**config.mk**
```make
export PLATFORM = sky130hd
export DESIGN_NAME = utf8_safe_prefix_copier
export DESIGN_NICKNAME = d
export VERILOG_FILES = /design/src/rtl/core/usp_pkg.sv /design/src/rtl/core/usp_front.sv /design/src/rtl/core/usp_queue.sv /design/src/rtl/core/usp_back.sv /design/src/rtl/core/utf8_safe_prefix_copier.sv
export SDC_FILE = /design/constraint.sdc
export NUM_CORES = 1
export LEC_CHECK = 0
export BUFFER_PORTS_ARGS = -buffer_cell sky130_fd_sc_hd__buf_2
export CORE_MARGIN = 4
export CORE_UTILIZATION = 40
export CTS_CLUSTER_DIAMETER = 150
export CTS_CLUSTER_SIZE = 28
export DETAILED_ROUTE_END_ITERATION = 7
export PLACE_DENSITY = 0.65
export SLEW_MARGIN = 10
export SYNTH_ARGS = -nofsm -noshare
export SYNTH_HDL_FRONTEND = slang
export SYNTH_SLANG_ARGS = --single-unit
```
**constraint.sdc**
```tcl
create_clock -name clk -period 8.1 [get_ports clk]
set_input_delay 1.62 -clock clk [delete_from_list [all_inputs] [get_ports clk]]
set_output_delay 1.62 -clock clk [all_outputs]
set_load 0.02 [all_outputs]
```
**src/rtl/core/usp_pkg.sv**
```systemverilog
`timescale 1ns / 1ps

package usp_pkg;

  localparam int QUEUE_DEPTH = 4;

  localparam logic [7:0] CAPACITY_RESET = 8'd32;

  localparam logic [2:0] CAUSE_NONE     = 3'd0;
  localparam logic [2:0] CAUSE_BAD_LEAD = 3'd1;
  localparam logic [2:0] CAUSE_CONTROL  = 3'd2;
  localparam logic [2:0] CAUSE_NO_ROOM  = 3'd3;
  localparam logic [2:0] CAUSE_BAD_CONT = 3'd4;
  localparam logic [2:0] CAUSE_RANGE    = 3'd5;

  localparam logic [7:0] CONT_MASK  = 8'hc0;
  localparam logic [7:0] CONT_MARK  = 8'h80;
  localparam logic [7:0] SPACE_CHAR = 8'h20;
  localparam logic [7:0] DEL_CHAR   = 8'h7f;
  localparam logic [7:0] LEAD_E0    = 8'he0;
  localparam logic [7:0] LEAD_ED    = 8'hed;
  localparam logic [7:0] LEAD_F0    = 8'hf0;
  localparam logic [7:0] LEAD_F4    = 8'hf4;
  localparam logic [7:0] SECOND_A0  = 8'ha0;
  localparam logic [7:0] SECOND_90  = 8'h90;

  // One queue entry: a whole character (one to four bytes) or the terminator.
  typedef struct packed {
    logic [3:0][7:0] bytes;
    logic [1:0]      last_idx;
    logic [7:0]      len0;
    logic            done;
    logic [2:0]      cause;
  } usp_entry_t;

  typedef struct packed {
    logic full;
    logic empty;
  } usp_qstat_t;

  // Character length from the lead byte; zero for a byte that cannot lead.
  function automatic logic [2:0] lead_len(input logic [7:0] b);
    logic [2:0] n;
    n = 3'd0;
    if (b inside {[8'h00:8'h7f]}) begin
      n = 3'd1;
    end else if (b inside {[8'hc2:8'hdf]}) begin
      n = 3'd2;
    end else if (b inside {[8'he0:8'hef]}) begin
      n = 3'd3;
    end else if (b inside {[8'hf0:8'hf4]}) begin
      n = 3'd4;
    end
    return n;
  endfunction

endpackage

```
**src/rtl/core/usp_front.sv**
```systemverilog
`timescale 1ns / 1ps

module usp_front import usp_pkg::*; (
  input  logic       clk,
  input  logic       rst,
  input  logic [7:0] capacity,
  input  logic       in_valid,
  output logic       in_ready,
  input  logic [7:0] in_byte,
  input  usp_qstat_t qstat,
  output logic       push,
  output usp_entry_t push_entry
);

  logic [7:0] used_count, used_count_next;
  logic [7:0] pending [3];
  logic [7:0] pending_next [3];
  logic [2:0] expected_len, expected_len_next;
  logic [1:0] received_len, received_len_next;
  logic       stopped, stopped_next;
  logic [2:0] cause_reg, cause_reg_next;

  logic       accept;
  logic [2:0] n_lead;
  logic [8:0] room_sum;
  logic       is_ctrl;
  logic       is_cont;
  logic       more_needed;
  logic       bad_range;

  assign in_ready = !qstat.full;
  assign accept   = in_valid && in_ready;

  assign n_lead      = lead_len(in_byte);
  assign room_sum    = {1'b0, used_count} + {6'b0, n_lead};
  assign is_ctrl     = (in_byte < SPACE_CHAR) || (in_byte == DEL_CHAR);
  assign is_cont     = (in_byte & CONT_MASK) == CONT_MARK;
  assign more_needed = ({1'b0, received_len} + 3'd1) < expected_len;

  // The second byte is already held when a three- or four-byte character closes.
  assign bad_range =
      ((expected_len == 3'd3) &&
       (((pending[0] == LEAD_E0) && (pending[1] < SECOND_A0)) ||
        ((pending[0] == LEAD_ED) && (pending[1] >= SECOND_A0)))) ||
      ((expected_len == 3'd4) &&
       (((pending[0] == LEAD_F0) && (pending[1] < SECOND_90)) ||
        ((pending[0] == LEAD_F4) && (pending[1] >= SECOND_90))));

  always_comb begin
    used_count_next   = used_count;
    expected_len_next = expected_len;
    received_len_next = received_len;
    stopped_next      = stopped;
    cause_reg_next    = cause_reg;
    for (int i = 0; i < 3; i++) begin
      pending_next[i] = pending[i];
    end
    push                = 1'b0;
    push_entry.bytes    = '0;
    push_entry.last_idx = 2'd0;
    push_entry.len0     = used_count + 8'd1;
    push_entry.done     = 1'b0;
    push_entry.cause    = CAUSE_NONE;

    if (accept) begin
      if (in_byte == 8'd0) begin
        push            = 1'b1;
        push_entry.len0 = used_count;
        push_entry.done = 1'b1;
        if (stopped) begin
          push_entry.cause = cause_reg;
        end else if (expected_len != 3'd0) begin
          push_entry.cause = CAUSE_BAD_CONT;
        end
        used_count_next   = 8'd0;
        expected_len_next = 3'd0;
        received_len_next = 2'd0;
        stopped_next      = 1'b0;
        cause_reg_next    = CAUSE_NONE;
      end else if (!stopped) begin
        if (expected_len == 3'd0) begin
          if (n_lead == 3'd0) begin
            stopped_next   = 1'b1;
            cause_reg_next = CAUSE_BAD_LEAD;
          end else if (is_ctrl) begin
            stopped_next   = 1'b1;
            cause_reg_next = CAUSE_CONTROL;
          end else if (room_sum >= {1'b0, capacity}) begin
            stopped_next   = 1'b1;
            cause_reg_next = CAUSE_NO_ROOM;
          end else if (n_lead == 3'd1) begin
            push                = 1'b1;
            push_entry.bytes[0] = in_byte;
            used_count_next     = used_count + 8'd1;
          end else begin
            pending_next[0]   = in_byte;
            expected_len_next = n_lead;
            received_len_next = 2'd1;
          end
        end else begin
          if (!is_cont) begin
            stopped_next      = 1'b1;
            cause_reg_next    = CAUSE_BAD_CONT;
            expected_len_next = 3'd0;
            received_len_next = 2'd0;
          end else if (more_needed) begin
            pending_next[received_len] = in_byte;
            received_len_next          = received_len + 2'd1;
          end else if (bad_range) begin
            stopped_next      = 1'b1;
            cause_reg_next    = CAUSE_RANGE;
            expected_len_next = 3'd0;
            received_len_next = 2'd0;
          end else begin
            push = 1'b1;
            for (int i = 0; i < 3; i++) begin
              push_entry.bytes[i] = (2'(i) == received_len) ? in_byte : pending[i];
            end
            push_entry.bytes[3] = in_byte;
            push_entry.last_idx = received_len;
            used_count_next     = used_count + {5'b0, expected_len};
            expected_len_next   = 3'd0;
            received_len_next   = 2'd0;
          end
        end
      end
    end
  end

  always_ff @(posedge clk) begin
    if (rst) begin
      used_count   <= 8'd0;
      expected_len <= 3'd0;
      received_len <= 2'd0;
      stopped      <= 1'b0;
      cause_reg    <= CAUSE_NONE;
    end else begin
      used_count   <= used_count_next;
      expected_len <= expected_len_next;
      received_len <= received_len_next;
      stopped      <= stopped_next;
      cause_reg    <= cause_reg_next;
    end
  end

  always_ff @(posedge clk) begin
    for (int i = 0; i < 3; i++) begin
      pending[i] <= pending_next[i];
    end
  end

  // A stop always closes the open character.
  a_stop_closes_char: assert property (@(posedge clk) disable iff (rst)
    stopped |-> (expected_len == 3'd0) && (received_len == 2'd0))
    else $error("character still open while stopped");

endmodule

```
**src/rtl/core/usp_queue.sv**
```systemverilog
`timescale 1ns / 1ps

module usp_queue import usp_pkg::*; #(
  parameter int DEPTH = QUEUE_DEPTH
) (
  input  logic       clk,
  input  logic       rst,
  input  logic       push,
  input  usp_entry_t push_entry,
  input  logic       pop,
  output usp_entry_t head,
  output usp_qstat_t qstat
);

  localparam int PW = $clog2(DEPTH);
  localparam int CW = $clog2(DEPTH + 1);

  usp_entry_t      store [DEPTH];
  logic [PW-1:0]   wr_ptr;
  logic [PW-1:0]   rd_ptr;
  logic [CW-1:0]   count;

  assign head        = store[rd_ptr];
  assign qstat.full  = (count == CW'(DEPTH));
  assign qstat.empty = (count == '0);

  always_ff @(posedge clk) begin
    if (push) begin
      store[wr_ptr] <= push_entry;
    end
  end

  always_ff @(posedge clk) begin
    if (rst) begin
      wr_ptr <= '0;
      rd_ptr <= '0;
      count  <= '0;
    end else begin
      if (push) begin
        wr_ptr <= (wr_ptr == PW'(DEPTH - 1)) ? '0 : wr_ptr + 1'b1;
      end
      if (pop) begin
        rd_ptr <= (rd_ptr == PW'(DEPTH - 1)) ? '0 : rd_ptr + 1'b1;
      end
      case ({push, pop})
        2'b10:   count <= count + 1'b1;
        2'b01:   count <= count - 1'b1;
        default: count <= count;
      endcase
    end
  end

  a_no_push_full: assert property (@(posedge clk) disable iff (rst)
    qstat.full |-> !push)
    else $error("entry pushed into a full queue");

  a_no_pop_empty: assert property (@(posedge clk) disable iff (rst)
    qstat.empty |-> !pop)
    else $error("entry popped from an empty queue");

endmodule

```
**src/rtl/core/usp_back.sv**
```systemverilog
`timescale 1ns / 1ps

module usp_back import usp_pkg::*; (
  input  logic        clk,
  input  logic        rst,
  input  usp_entry_t  head,
  input  usp_qstat_t  qstat,
  output logic        pop,
  output logic        m_tvalid,
  input  logic        m_tready,
  output logic [23:0] m_tdata,
  output logic        m_tlast,
  output logic        m_tuser
);

  logic [1:0] idx;
  logic [7:0] out_byte;
  logic [7:0] out_len;
  logic [2:0] out_cause;
  logic       out_last;
  logic       out_done;
  logic       load;
  logic       at_last;

  assign load    = !qstat.empty && (!m_tvalid || m_tready);
  assign at_last = (idx == head.last_idx);
  assign pop     = load && at_last;

  assign m_tdata = {5'b0, out_cause, out_len, out_byte};
  assign m_tlast = out_last;
  assign m_tuser = out_done;

  always_ff @(posedge clk) begin
    if (rst) begin
      m_tvalid <= 1'b0;
      idx      <= 2'd0;
    end else begin
      if (load) begin
        m_tvalid <= 1'b1;
        idx      <= at_last ? 2'd0 : idx + 2'd1;
      end else if (m_tready) begin
        m_tvalid <= 1'b0;
      end
    end
  end

  always_ff @(posedge clk) begin
    if (load) begin
      out_byte  <= head.bytes[idx];
      out_len   <= head.len0 + {6'b0, idx};
      out_cause <= head.cause;
      out_last  <= at_last;
      out_done  <= head.done;
    end
  end

  // A character being sent keeps its entry at the head of the queue.
  a_entry_held: assert property (@(posedge clk) disable iff (rst)
    (idx != 2'd0) |-> !qstat.empty)
    else $error("character split across queue entries");

  a_done_word: assert property (@(posedge clk) disable iff (rst)
    (m_tvalid && m_tuser) |-> m_tlast && (m_tdata[7:0] == 8'd0))
    else $error("terminator word malformed");

endmodule

```
**src/rtl/core/utf8_safe_prefix_copier.sv**
```systemverilog
`timescale 1ns / 1ps

// UTF-8 safe prefix copier. String bytes arrive one word per cycle on the
// slave stream and a zero byte ends the string. The front section validates
// each byte as it is accepted and, once a character is complete, places the
// whole character in a small queue (QDEPTH entries); the back section sends the
// queued bytes one word per cycle through a registered output while the sink
// is ready, with tlast on the final byte of each character and tuser on the
// terminator word. Input is accepted every cycle while the queue has room, so
// the sustained rate is one byte per cycle in and at most one word per cycle
// out; a character enters the queue when its last input byte is accepted. The
// capacity register is written through the cfg channel, which is always ready,
// and should only change between strings.
module utf8_safe_prefix_copier import usp_pkg::*; #(
  parameter int QDEPTH = QUEUE_DEPTH  // queue entries, 2 or more
) (
  input  logic        clk,
  input  logic        rst,
  input  logic        cfg_valid,
  output logic        cfg_ready,
  input  logic [7:0]  cfg_data,   // capacity
  input  logic        s_tvalid,
  output logic        s_tready,
  input  logic [7:0]  s_tdata,    // in_byte[7:0]
  output logic        m_tvalid,
  input  logic        m_tready,
  output logic [23:0] m_tdata,    // out_byte[7:0], length[15:8], stop_cause[18:16]
  output logic        m_tlast,    // char_last
  output logic        m_tuser     // text_done
);

  logic [7:0] capacity;
  logic       push;
  logic       pop;
  usp_entry_t push_entry;
  usp_entry_t head;
  usp_qstat_t qstat;

  assign cfg_ready = 1'b1;

  always_ff @(posedge clk) begin
    if (rst) begin
      capacity <= CAPACITY_RESET;
    end else if (cfg_valid && cfg_ready) begin
      capacity <= cfg_data;
    end
  end

  usp_front u_front (
    .clk        (clk),
    .rst        (rst),
    .capacity   (capacity),
    .in_valid   (s_tvalid),
    .in_ready   (s_tready),
    .in_byte    (s_tdata),
    .qstat      (qstat),
    .push       (push),
    .push_entry (push_entry)
  );

  usp_queue #(
    .DEPTH (QDEPTH)
  ) u_queue (
    .clk        (clk),
    .rst        (rst),
    .push       (push),
    .push_entry (push_entry),
    .pop        (pop),
    .head       (head),
    .qstat      (qstat)
  );

  usp_back u_back (
    .clk      (clk),
    .rst      (rst),
    .head     (head),
    .qstat    (qstat),
    .pop      (pop),
    .m_tvalid (m_tvalid),
    .m_tready (m_tready),
    .m_tdata  (m_tdata),
    .m_tlast  (m_tlast),
    .m_tuser  (m_tuser)
  );

endmodule

```
==> results of run 1 <==
path summary, 6_finish.rpt:
path / start / to / slack (ns) / cells past startpoint
setup / recovery: s_tdata[1] / u_queue.count[2]$_SDFFE_PP0P_ / 1.90 / 19
hold / removal: u_back.m_tvalid$_SDFFE_PP0P_ / u_back.m_tvalid$_SDFFE_PP0P_ / 0.47 / 2
setup reg to reg: u_front.used_count[0]$_SDFFE_PP0P_ / u_queue.count[2]$_SDFFE_PP0P_ / 3.40 / 17
hold reg to reg: u_back.m_tvalid$_SDFFE_PP0P_ / u_back.m_tvalid$_SDFFE_PP0P_ / 0.47 / 2
stage by stage:
step / setup WS, ns / hold slack, ns / total power [mW]
2_1_floorplan: 0.767 / 0.452 / 1.75
3_3_place_gp: 1.47 / 0.453 / 1.82
3_5_place_dp: 1.37 / 0.466 / 1.82
4_1_cts: 1.89 / 0.480 / 2.52
5_1_grt: 1.63 / 0.501 / 2.60
6_report: 1.90 / 0.471 / 2.49
tightest hold or removal path: stages (launching register included):
cell	delay, ns
dfxtp_1	0.33
nand2_1	0.06
a21oi_1	0.05
kinds of logic after synthesis:
kind of cell,after synthesis
simple gates,182
other cells,2
compound gates,86
xor+xnor,27
buf+inv,67
fa+ha+maj,33
flops,266
mux,83
synthesized netlist by cell type (all sizes together), types with 3 or more instances:
cell / number / area, um^2
nor3: 13 / 65.1
a21o: 4 / 30.0
or3: 4 / 25.0
and3: 7 / 43.8
or2: 3 / 18.8
nand4: 5 / 31.3
mux4: 54 / 1220
buf: 16 / 101
nor4b: 3 / 47.5
o21ai: 15 / 75.1
xor2: 11 / 96.3
a22o: 7 / 61.3
fa: 3 / 60.1
ha: 29 / 363
nand3: 9 / 45.0
xnor2: 16 / 140
edfxtp: 229 / 6880
a31oi: 3 / 18.8
o31ai: 4 / 30.0
dfxtp: 37 / 741
a21oi: 28 / 140
nand2: 32 / 120
inv: 26 / 97.6
mux2i: 28 / 280
nor2b: 11 / 68.8
or4: 3 / 26.3
and2: 11 / 68.8
nand2b: 4 / 25.0
nor3b: 3 / 22.5
o21a: 4 / 30.0
nor2: 65 / 260
clkbuf: 25 / 93.8
a211oi: 4 / 35.0
per-layer routing:
layer / vias up / wire length [um]
met3: 27 / 1070
met5: - / 0
met4: 0 / 307
met2: 144 / 10200
li1: 2906 / -
met1: 3131 / 10400
cell type report:
cell class,count,area (um^2),share of cell area [%]
flip-flops and latches,266,7620,60.3
multi-input cells,421,3780,30.0
well taps,384,480,3.80
clock buffers,17,340,2.69
repair buffers,53,290,2.30
inverters,26,97.6,0.773
clock inverters,1,16.3,0.129
power by group through the flow:
stage          combinational, mW  sequential (mW)  clock, mW
6_report                   0.233             1.55      0.705
3_3_place_gp               0.236             1.59          0
5_1_grt                    0.259             1.56      0.782
3_5_place_dp               0.238             1.59          0
4_1_cts                    0.238             1.56      0.731
2_1_floorplan              0.161             1.59          0
==> impl_metrics.tcl, run 1 <==
set metrics [dict create \
    final_util_pct 44.0 \
    intPower_mw 1.92 \
    final_nets 834 \
    drv_slew 0 \
    muxShareOfSynthArea_pct 13.0 \
    via_count 6208 \
    hold_buffers 0 \
    grt_pass1_wl_um 34800 \
    syn_area_per_cell_um2 15.6 \
    place.gp.congestion 0.788 \
    cp.arrival_ns 6.63 \
    syn2layout_area_growth_pct 8.57 \
    fin_crit_sh_pct 76.6 \
    first_pass_iters 4 \
    grt_start_max_net_pins 47 \
    synthXorXnorAreaFrac_pct 2.03 \
    synth_edf_count 229 \
    fill_cells 2586 \
    postLayoutCellArea_um2 12600 \
    drc 0 \
    synth_adder_area_share_pct 3.72 \
    crit_path_end_kind "flip-flop" \
    drv_cap 0 \
    p_sw_mw 0.567 \
    cp_cell_sequence "buf_2 > or4_4 > o211a_1 > maj3_1 > a21oi_1 > nor2_1 > xor2_1 > ha_1 > and3_1 > nand3_1 > o21a_1 > nor4b_4 > a211oi_2 > ha_1 > inv_1 > fa_1 > xor2_1 > or3_1 > a21oi_1" \
    critical-path-max-stage-delay_ns 0.78 \
    tritoncts "done" \
    ys_seq_area_share_pct 65.5 \
    grt_overflow 0 \
    ys_seq_elements 266 \
    startpoint_type "input pin" \
    status "complete, no violations" \
    hold_viol 0 \
    ctsResizeCount 0 \
    path_delay_family "compound AO/OA/AOI/OAI gates" \
    skew_ns 0.0271 \
    ant_nets 0 \
    clockRootBuffer "clkbuf_16" \
    ys.flop_type "edfxtp_1" \
    setup_violations 0 \
    syn_area_um2 11600 \
    num_rows 62 \
    core_um2 28700 \
    start_util_pct 40.5 \
    insertedDiodeCount 0 \
    ir_drop_v 0.000116 \
    dp_cells 1150 \
    numCtsBuffers 13 \
    dieArea_um2 31900 \
    yosysWarnings 0 \
    place_area_um2 12300 \
    post_cts_buffers 0 \
    hpwl_um 14300 \
    cpMaxStageDelayCell "a211oi_2" \
    busiest_layer "met2" \
    layout_commonest_cell "edfxtp_1" \
    synth-simple-area-share_pct 8.16 \
    p_clk_share_pct 28.3 \
    seqPwrFrac_pct 62.3 \
    io_pins 50 \
    first_global_vias 6179 \
    synthArstFlopShare_pct 0 \
    worst-path-max-fanout 10 \
    layout_common_cells "edfxtp_1, nor2_1, mux4_2, buf_2, dfxtp_1" \
    clkLatencyLatePin_ns 0.49 \
    antenna_found_initial 0 \
    worst-path-buf-inv 2 \
    timing.slew.headroom_pct 34.8 \
    power_frac_comb_pct 9.4 \
    wirelength_um 21900 \
    portBuffers 43 \
    met3_usage_pct 1.63 \
    cts_max_path_buffers 3 \
    synth.distinct_cells 64 \
    layout-drive-gt1-share_pct 18.0 \
    switching_share_pct 22.8 \
    top_regs "u_queue.store: 184 flops, u_front.pending: 24 flops" \
    hold_path_class "flip-flop to flip-flop" \
    die_h_um 179 \
    fin_cells 1168 \
    powerDensity_nw_per_um2 197 \
    p_leak_nw 4.33 \
    tightest_slew_ns 0.977 \
    rsz0062_at_grt "false" \
    grt.total_usage_pct 14.0 \
    largest_reg_flops 184 \
    cts.sinks 266 \
    first_iter_violations 422 \
    synth_top_family_by_area "multiplexers" \
    required_ns 8.52 \
    min_period_ns 6.20 \
    h-tree-depth 1 \
    synth_compound_area_share_pct 5.08 \
    viasPerCell 5.32 \
    avgRoutedWirePerCell_um 18.7 \
    cts.reportedPaths.clkPinSlew_ns 0.12 \
    fmax_mhz 161 \
    die_w_um 179 \
    use_met2_pct 22.6 \
    syn-instance-count 746 \
    critical_path_class "input pin to flip-flop" \
    use_met1_pct 20.6 \
    fin_tns_setup_ns 0 \
    regMostFlops "u_queue.store" \
]
Power figures use the tool's default switching activity.
==> run 2: changes to the inputs <==
==> constraint.sdc (replaced) <==
create_clock -name clk -period 6.1 [get_ports clk]
set_input_delay 1.22 -clock clk [delete_from_list [all_inputs] [get_ports clk]]
set_output_delay 1.22 -clock clk [all_outputs]
set_load 0.02 [all_outputs]
==> impl_metrics.tcl, run 2 (synthesis gave the netlist of run 1 again) <==
set metrics [dict create \
    top_regs "u_queue.store: 184 flops, u_front.pending: 24 flops" \
    worst-path-max-fanout 10 \
    largest_reg_flops 184 \
    cp_cell_sequence "buf_2 > or4_4 > o211a_1 > xor2_1 > ha_1 > a21oi_1 > nand2_1 > nand4_1 > xnor2_1 > ha_1 > and3_1 > nand3_1 > o21a_1 > nor4b_4 > a211oi_2 > ha_1 > inv_1 > fa_1 > xor2_1 > or3_1 > a21oi_1" \
    fill_cells 2575 \
    drc 0 \
    dieArea_um2 31900 \
    p_leak_nw 4.36 \
    crit_path_end_kind "flip-flop" \
    timing.slew.headroom_pct 35.1 \
    post_cts_buffers 0 \
    drv_cap 0 \
    die_h_um 179 \
    grt_overflow 0 \
    clockRootBuffer "clkbuf_16" \
    num_rows 62 \
    status "complete, no violations" \
    insertedDiodeCount 0 \
    ir_drop_v 0.000138 \
    tightest_slew_ns 0.972 \
    cpMaxStageDelayCell "or4_4" \
    antenna_found_initial 0 \
    io_pins 50 \
    portBuffers 43 \
    syn2layout_area_growth_pct 9.26 \
    place_area_um2 12400 \
    regMostFlops "u_queue.store" \
    viasPerCell 5.30 \
    ctsResizeCount 0 \
    cp.arrival_ns 5.58 \
    cts.reportedPaths.clkPinSlew_ns 0.11 \
    hold_buffers 0 \
    postLayoutCellArea_um2 12700 \
    fin_tns_setup_ns 0 \
    hold_viol 0 \
    layout_commonest_cell "edfxtp_1" \
    numCtsBuffers 13 \
    first_pass_iters 4 \
    final_nets 838 \
    layout-drive-gt1-share_pct 18.4 \
    first_global_vias 6215 \
    timing.hold.ws_ns 0.476 \
    via_count 6217 \
    required_ns 6.52 \
    min_period_ns 5.16 \
    die_w_um 179 \
    ant_nets 0 \
    skew_ns 0.0284 \
    dp_cells 1154 \
    power_mw 3.32 \
    path_delay_family "simple AND/OR/NAND/NOR gates" \
    place.gp.congestion 0.875 \
    start_util_pct 40.5 \
    fin_cells 1172 \
    drv_slew 0 \
    grt_pass1_wl_um 35500 \
    powerDensity_nw_per_um2 261 \
    avgRoutedWirePerCell_um 19.3 \
    fmax_mhz 194 \
    grt_start_max_net_pins 47 \
    hold_path_class "flip-flop to flip-flop" \
    hpwl_um 14900 \
    first_iter_violations 482 \
    wirelength_um 22600 \
    clkLatencyLatePin_ns 0.49 \
    startpoint_type "input pin" \
    tritoncts "done" \
    cts.sinks 266 \
    critical-path-max-stage-delay_ns 0.53 \
    critical_path_class "input pin to flip-flop" \
    setup_violations 0 \
    worst-path-buf-inv 2 \
    grt.total_usage_pct 14.4 \
    layout_common_cells "edfxtp_1, nor2_1, mux4_2, buf_2, dfxtp_1" \
    fin_crit_sh_pct 84.5 \
    h-tree-depth 1 \
    cts_max_path_buffers 3 \
    rsz0062_at_grt "false" \
    crit_top_cell "ha_1" \
    core_um2 28700 \
]
==> run 2: cell count changes in the layout (fill, tap and decap cells not counted) <==
| cell | delta |
|---|---|
| buf_12 | +4 |
==> run 2: worst register-to-register path, delay by kind of cell, from the launching register on <==
kind,cells,cell delay [ns]
flops,1,0.43
compound gates,4,0.92
xor+xnor,2,0.30
simple gates,5,0.83
buf+inv,1,0.06
fa+ha+maj,5,1.52
==> run 2: stage by stage <==
stage | worst slack (ns) | utilization, %
2_1_floorplan | -0.833 | -
3_3_place_gp | 0.514 | 43.0
3_5_place_dp | 0.423 | 43.0
4_1_cts | 0.940 | 44.3
5_1_grt | 0.648 | 44.3
6_report | 0.943 | 44.3
==> run 2: routing by layer <==
| metal | up-vias | global-route usage (%) | wire length, um |
|---|---|---|---|
| met5 | - | 0 | 0 |
| met4 | 0 | 2.78 | 263 |
| met3 | 19 | 1.70 | 1080 |
| met2 | 163 | 22.6 | 10600 |
| met1 | 3122 | 22.0 | 10700 |
| li1 | 2913 | - | - |
==> run 2: worst paths after layout <==
check / startpoint / endpoint / slack [ns] / cells after the start
setup / recovery: s_tdata[3] / u_queue.count[2]$_SDFFE_PP0P_ / 0.94 / 21
hold / removal: u_back.m_tvalid$_SDFFE_PP0P_ / u_back.m_tvalid$_SDFFE_PP0P_ / 0.48 / 2
setup reg to reg: u_front.used_count[0]$_SDFFE_PP0P_ / u_queue.count[2]$_SDFFE_PP0P_ / 1.99 / 17
hold reg to reg: u_back.m_tvalid$_SDFFE_PP0P_ / u_back.m_tvalid$_SDFFE_PP0P_ / 0.48 / 2
==> run 2: report_power, final <==
part | switching (mW) | total [mW] | internal (mW)
Sequential | 0.0407 | 2.07 | 2.02
Clock | 0.534 | 0.938 | 0.404
Combinational | 0.183 | 0.314 | 0.131
==> run 2: final cells by class <==
class / count / area (um^2) / area share, %
inverters: 26 / 97.6 / 0.768
well taps: 384 / 480 / 3.78
repair buffers: 57 / 370 / 2.91
multi-input cells: 421 / 3780 / 29.8
clock buffers: 17 / 340 / 2.68
clock inverters: 1 / 16.3 / 0.128
flip-flops and latches: 266 / 7620 / 60.0
